--- src/hw/rtl/aes128_block_encrypt_defines.svh ---
// Shared assertion macros for the AES-128 encrypt block.
`ifndef AES128_BLOCK_ENCRYPT_DEFINES_SVH
`define AES128_BLOCK_ENCRYPT_DEFINES_SVH

// Same-cycle implication, checked outside reset.
`define AES128_ASSERT_IMPL(label, clk, rst_n, ante, cons) \
  label: assert property (@(posedge clk) disable iff (!rst_n) (ante) |-> (cons)) \
    else $error("%m: implication check failed");

// Next-cycle implication, checked outside reset.
`define AES128_ASSERT_NEXT(label, clk, rst_n, ante, cons) \
  label: assert property (@(posedge clk) disable iff (!rst_n) (ante) |=> (cons)) \
    else $error("%m: next-cycle check failed");

`endif

--- src/hw/rtl/aes128_pkg.sv ---
package aes128_pkg;

  localparam int NUM_ROUNDS = 10;
  localparam int KEY_WORDS  = 44;
  localparam int KEY_ROWS   = KEY_WORDS / 4;
  localparam int ROW_W      = $clog2(KEY_ROWS);
  localparam int WORD_W     = 32;

  localparam logic CMD_LOAD    = 1'b0;
  localparam logic CMD_ENCRYPT = 1'b1;

  typedef struct packed {
    logic             key_we;
    logic             load_pt;
    logic             kadd;
    logic             rnd;
    logic             out_load;
    logic [ROW_W-1:0] rd_row;
  } ctrl_cmd_t;

  function automatic logic [7:0] gf_x2(input logic [7:0] v);
    gf_x2 = {v[6:0], 1'b0} ^ (v[7] ? 8'h1b : 8'h00);
  endfunction

  function automatic logic [7:0] gf_square(input logic [7:0] v);
    logic [7:0] r;
    r = {1'b0, v[3], 1'b0, v[2], 1'b0, v[1], 1'b0, v[0]};
    if (v[4]) r = r ^ 8'h1B;
    if (v[5]) r = r ^ 8'h6C;
    if (v[6]) r = r ^ 8'hAB;
    if (v[7]) r = r ^ 8'h9A;
    gf_square = r;
  endfunction

  function automatic logic [7:0] gf_mul(input logic [7:0] p, input logic [7:0] q);
    logic [7:0] acc;
    logic [7:0] pp;
    acc = 8'h00;
    pp  = p;
    for (int i = 0; i < 8; i++) begin
      if (q[i]) acc = acc ^ pp;
      pp = gf_x2(pp);
    end
    gf_mul = acc;
  endfunction

  // x^254 by addition chain; zero maps to zero
  function automatic logic [7:0] gf_inv(input logic [7:0] v);
    logic [7:0] p2, p3, p12, p14, p15, p240;
    p2   = gf_square(v);
    p3   = gf_mul(p2, v);
    p12  = gf_square(gf_square(p3));
    p14  = gf_mul(p12, p2);
    p15  = gf_mul(p12, p3);
    p240 = gf_square(gf_square(gf_square(gf_square(p15))));
    gf_inv = gf_mul(p240, p14);
  endfunction

  function automatic logic [7:0] sbox(input logic [7:0] v);
    logic [7:0] t;
    t = gf_inv(v);
    sbox = t ^ {t[6:0], t[7]} ^ {t[5:0], t[7:6]} ^ {t[4:0], t[7:5]} ^
           {t[3:0], t[7:4]} ^ 8'h63;
  endfunction

  function automatic logic [31:0] mix_column(input logic [31:0] w);
    logic [7:0] a0, a1, a2, a3, all;
    a0  = w[7:0];
    a1  = w[15:8];
    a2  = w[23:16];
    a3  = w[31:24];
    all = a0 ^ a1 ^ a2 ^ a3;
    mix_column = {a3 ^ all ^ gf_x2(a3 ^ a0), a2 ^ all ^ gf_x2(a2 ^ a3),
                  a1 ^ all ^ gf_x2(a1 ^ a2), a0 ^ all ^ gf_x2(a0 ^ a1)};
  endfunction

endpackage

--- src/hw/rtl/aes128_ctrl.sv ---
`include "aes128_block_encrypt_defines.svh"

module aes128_ctrl (
  input  logic                  clk,
  input  logic                  rst_n,
  input  logic                  in_valid,
  output logic                  in_ready,
  input  logic                  in_cmd,
  output logic                  out_valid,
  input  logic                  out_ready,
  output aes128_pkg::ctrl_cmd_t cmd
);

  localparam logic ST_IDLE = 1'b0;
  localparam logic ST_RUN  = 1'b1;
  localparam logic [aes128_pkg::ROW_W-1:0] LAST_ROUND =
    aes128_pkg::ROW_W'(aes128_pkg::NUM_ROUNDS);

  logic                          state_r, state_nxt;
  logic [aes128_pkg::ROW_W-1:0]  round_r, round_nxt;
  logic                          out_valid_r, out_valid_nxt;
  logic                          accept;
  logic                          out_free;

  assign accept   = in_valid && in_ready;
  assign out_free = !out_valid_r || out_ready;
  assign in_ready = (state_r == ST_IDLE);

  always_comb begin
    state_nxt    = state_r;
    round_nxt    = round_r;
    cmd          = '0;
    cmd.key_we   = accept && (in_cmd == aes128_pkg::CMD_LOAD);
    unique case (state_r)
      ST_IDLE: begin
        round_nxt = '0;
        if (accept && (in_cmd == aes128_pkg::CMD_ENCRYPT)) begin
          cmd.load_pt = 1'b1;
          state_nxt   = ST_RUN;
        end
      end
      ST_RUN: begin
        if (round_r == '0) begin
          cmd.kadd  = 1'b1;
          round_nxt = round_r + 1'b1;
        end else if (round_r != LAST_ROUND) begin
          cmd.rnd   = 1'b1;
          round_nxt = round_r + 1'b1;
        end else if (out_free) begin
          cmd.out_load = 1'b1;
          state_nxt    = ST_IDLE;
          round_nxt    = '0;
        end
      end
      default: state_nxt = ST_IDLE;
    endcase
    cmd.rd_row = round_nxt;
  end

  always_comb begin
    out_valid_nxt = out_valid_r;
    if (cmd.out_load) out_valid_nxt = 1'b1;
    else if (out_ready) out_valid_nxt = 1'b0;
  end

  always_ff @(posedge clk) begin
    if (!rst_n) begin
      state_r     <= ST_IDLE;
      round_r     <= '0;
      out_valid_r <= 1'b0;
    end else begin
      state_r     <= state_nxt;
      round_r     <= round_nxt;
      out_valid_r <= out_valid_nxt;
    end
  end

  assign out_valid = out_valid_r;

  `AES128_ASSERT_IMPL(a_round_range, clk, rst_n, 1'b1, round_r <= LAST_ROUND)
  `AES128_ASSERT_NEXT(a_enc_start, clk, rst_n,
    accept && (in_cmd == aes128_pkg::CMD_ENCRYPT), state_r == ST_RUN && round_r == '0)
  `AES128_ASSERT_NEXT(a_done_out, clk, rst_n, cmd.out_load, out_valid_r && state_r == ST_IDLE)
  `AES128_ASSERT_IMPL(a_idle_round, clk, rst_n, state_r == ST_IDLE, round_r == '0)

endmodule

--- config.mk ---
export PLATFORM = sky130hd
export DESIGN_NAME = aes128_ctrl
export DESIGN_NICKNAME = d
export VERILOG_FILES = /design/src/hw/rtl/aes128_pkg.sv /design/src/hw/rtl/aes128_ctrl.sv
export VERILOG_INCLUDE_DIRS = /design/src /design/src/hw/rtl
export SDC_FILE = /design/constraint.sdc
export NUM_CORES = 1
export LEC_CHECK = 0
export BUFFER_PORTS_ARGS = -buffer_cell sky130_fd_sc_hd__clkbuf_2
export CAP_MARGIN = 20
export CORE_AREA = 2 2 39 41
export DETAILED_ROUTE_END_ITERATION = 16
export DIE_AREA = 0 0 41 43
export PLACE_DENSITY = 0.51
export SYNTH_ARGS = -nofsm -noshare
export SYNTH_HDL_FRONTEND = slang
export SYNTH_SLANG_ARGS = --single-unit
export TNS_END_PERCENT = 100
--- constraint.sdc ---
create_clock -name clk -period 1.6 [get_ports clk]
set_input_delay 0.16 -clock clk [delete_from_list [all_inputs] [get_ports clk]]
set_output_delay 0.16 -clock clk [all_outputs]
set_load 0.005 [all_outputs]
# Word-level counts from Yosys, hierarchy flattened
# Index checks and enable logic that the tools add are counted.
[op_classes] addsub=1 multipliers=0 div_mod_pow=0 order_cmp=0 n_eq_ne=1 shift=0 muxes=18 bitwise=2 reduce_logical=7
[op_table] cell="2-to-1 mux 4 bit" n=3
[op_table] cell="2-to-1 mux 1 bit" n=11
[op_table] cell="case mux 4 bit (2 select lines)" n=1
[op_table] cell="adder 4 x 1 -> 4 bit (second input constant)" n=1
[op_table] cell="zero test 4 bit" n=1
[op_table] cell="inequality test 4 bit (second input constant)" n=1
[op_table] cell="logical AND 1 bit" n=3
[op_table] cell="2-to-1 mux 3 bit" n=1
[op_table] cell="2-to-1 mux 2 bit" n=1
[op_table] cell="NOT 1 bit" n=2
[op_table] cell="case mux 1 bit (2 select lines)" n=1
[op_table] cell="nonzero test 2 bit" n=1
[op_table] cell="zero test 1 bit" n=1
[op_table] cell="logical OR 1 bit" n=1
[word_totals] register_bits=6 latchBits=0 mem_bits_rw=0 mem_bits_ro=0 input_bits=5 output_inout_bits=11 word_cells=32 mem_count=0

# Logic depth before layout (Yosys ltp)
[depth] depth_word=7 depth_mapped=6

# Worst setup path before layout
# Ideal clock, no wire load.
[synth_path] path_kind="register to output" from="register round_r[0] in the netlist's numbering" to="output cmd[2] in the netlist's numbering" arrival_time_ps=1124 setup_slack_ps=316 stages_incl_launch_ff=5 path_buffers=0 cell_sequence="dfxtp_1 > inv_1 > ha_1 > a211oi_1 > o21a_1"
[synth_rtl] element="from (decl)" line="aes128_ctrl.sv:20" source="logic [aes128_pkg::ROW_W-1:0] round_r, round_nxt;"
[synth_rtl] element="from (signal assigned)" line="aes128_ctrl.sv:73" source="round_r <= round_nxt;"
[synth_rtl] element="to (decl)" line="aes128_ctrl.sv:11" source="output aes128_pkg::ctrl_cmd_t cmd"

==> out/results.ini <==
[global_routing]
grt_max_degree=9
grt_pass1_wl_um=1340
antenna_found_initial=0
gr-max-usage-layer=met2
grt_usage=0.116
grt_util_met2=0.169
grt_util_met3=0.0157
grt.overflow.total=0
use_met1=0.129
first_global_vias=357

[power]
total_power_mw=0.336
switching_share=0.223
seq_power_share=0.472
leakagePower_nw=0.303
p_int_mw=0.261
p_clk_frac=0.392
comb_power_share=0.136
switchingPower_mw=0.0748
powerDensity_nw_per_um2=604
ir_drop_uv=324

[cts]
ctsHtreeMaxLevel=1
cts_tree=yes
clk_path_buf_depth=2
cts_buffers=3
cts_hold_buf=0
clk_pin_slew_worst_paths_ps=40
cts_sinks=6
cts_root_buf=clkbuf_4
clk_latency_ps=240

[floorplanning]
start_util=0.294
core_area_um2=1380
ioPinCount=16
die_w_um=41
die_h_um=43
rows=14
die_area_um2=1760

[worst_setup_path]
cp_max_fo=4
path_buf_inv=2
crit_required_ps=1440
path_delay_family=flip-flops
cpPeakStageDelay_ps=320
worst-path-stages=6
end_kind=primary output
critPathSlowestCell=dfxtp_2
worstPathCellList=inv_2 > ha_4 > nand3b_4 > mux2i_2 > and2_1 > clkbuf_2
startpoint_type=flip-flop
rr_worst_depth=5
worstPathArrival_ps=1370
crit_type=flip-flop to primary output

[sta]
tightestPinTransition_ps=287
holdWs_ps=193
maxSlewHeadroom=0.808
max_clock_freq_ghz=0.654
fin_tns_setup_ps=0
fin_crit_sh=0.955
hold_viol=0
fin_crit_ps=1530
rsz0062_at_grt=true
setup_viol=0
slew_violations=0
clock_skew_ps=1.32

[synth]
ys_ff_latch=6
ys.flop_type=dfxtp_1
synthCells=45
synth_edf_count=0
seq_area_frac_synth=0.295
synth_top_cell_by_area=dfxtp_1
synthArstFlopShare=0
yosysWarningCount=0
synthTopCellsByArea=dfxtp_1, ha_1, mux2i_1, nand3b_4, and3b_1
synthTopCellsByCount=dfxtp_1, nor2_1, ha_1, inv_1, mux2i_1
synth.net_count=53
synth_most_common_cell=dfxtp_1
syn_avg_cell_area_um2=9.04
synthesis.area_um2=407
synth_top_area_share=0.295
synth_cell_type_count=27

[cells_and_area]
drive_gt1_frac=0.460
regArea_um2=125
area_growth_pct=36.6
final_nets=73
n_fill_cell=155
fin_cells=79
antennaDiodeCount=0
multiInputGateArea_um2=290

[placed_design]
place_congestion=0.587
port_buffers=15
dpl.cell_count=75
dp_hpwl_um=628

[job]
cap_violations=0

[routing]
viasPerCell=4.77
drc_errors=0
drt_iter0_drc=0
first_pass_iters=1
ant_nets=0
num_vias=377
wl_per_cell_um=9.95
routed_wirelength_um=786

[status]
status=completed

[worst_hold_path]
holdPathStages=3
min_path_type=primary input to flip-flop

power by group through the flow:
| stage | clock network, mW | logic, mW | registers [mW] |
|---|---|---|---|
| after floorplan | 0 | 0.0222 | 0.161 |
| after global placement | 0 | 0.0419 | 0.163 |
| after detailed placement | 0 | 0.0420 | 0.163 |
| after CTS | 0.138 | 0.0462 | 0.160 |
| after global routing | 0.153 | 0.0518 | 0.159 |
| final | 0.132 | 0.0457 | 0.158 |
per-layer routing:
metal,part of all wire,vias up
li1,-,192
met1,0.47,164
met2,0.43,16
met3,0.052,5
met4,0.052,0
met5,0,-
per-stage QoR:
step	util	instance area [um2]	worst slack, ps
final	0.401	556	71.4
after detailed placement	0.357	494	130
after floorplan	-	407	316
after CTS	0.397	549	29.2
after global routing	0.401	556	-40.1
after global placement	0.357	494	131
cell type report:
class / count / area share
multi-input combinational: 34 / 0.523
sequential: 6 / 0.225
timing repair buffer: 16 / 0.149
clock buffer: 3 / 0.0405
tap: 16 / 0.0360
inverter: 4 / 0.0270
kinds of logic (layout without fill, tap and decap cells):
family,count (synthesis),count (layout),synth area share
multiplexers,3,3,0.0738
AO/OA/AOI/OAI,5,5,0.102
XOR/XNOR,1,1,0.0215
buffers and inverters,5,23,0.0554
AND/OR/NAND/NOR,22,22,0.360
adder cells (fa/ha/maj),3,3,0.0923
flip-flops,6,6,0.295
sequential cells by signal (all words and copies together) (netlist names):
signal and flops:
round_r 4, out_valid 1, state_r 1
cell usage in the layout (no fill, tap or decap), types with 2 or more instances in the layout:
cell type	instances
mux2i_1	2
and3b_1	2
dfxtp_1	4
inv_1	2
and2_1	2
nor2_1	4
inv_2	2
clkbuf_2	15
nor3_1	2
ha_1	2
clkbuf_4	3
nand2_1	2
worst paths after layout:
path	start	endpoint	slack, ps
hold / removal	rst_n	state_r	190
setup reg to reg	round_r[0]	round_r[2]	490
hold reg to reg	out_valid	out_valid	530
setup / recovery	round_r[0]	cmd[0]	70
worst min-delay path: cells and delay by family:
| family | cells | cell delay (ps) |
|---|---|---|
| AND/OR/NAND/NOR | 1 | 50 |
| AO/OA/AOI/OAI | 1 | 50 |
| buffers and inverters | 1 | 130 |
repair_timing:
item	CTS	global route
buffers inserted	1	0
resized for setup	6	3
pin swaps	0	1
endpoints found under the setup margin	5	3
endpoints found under the hold margin	0	0
No activity file was read; power rests on OpenSTA's default activity.
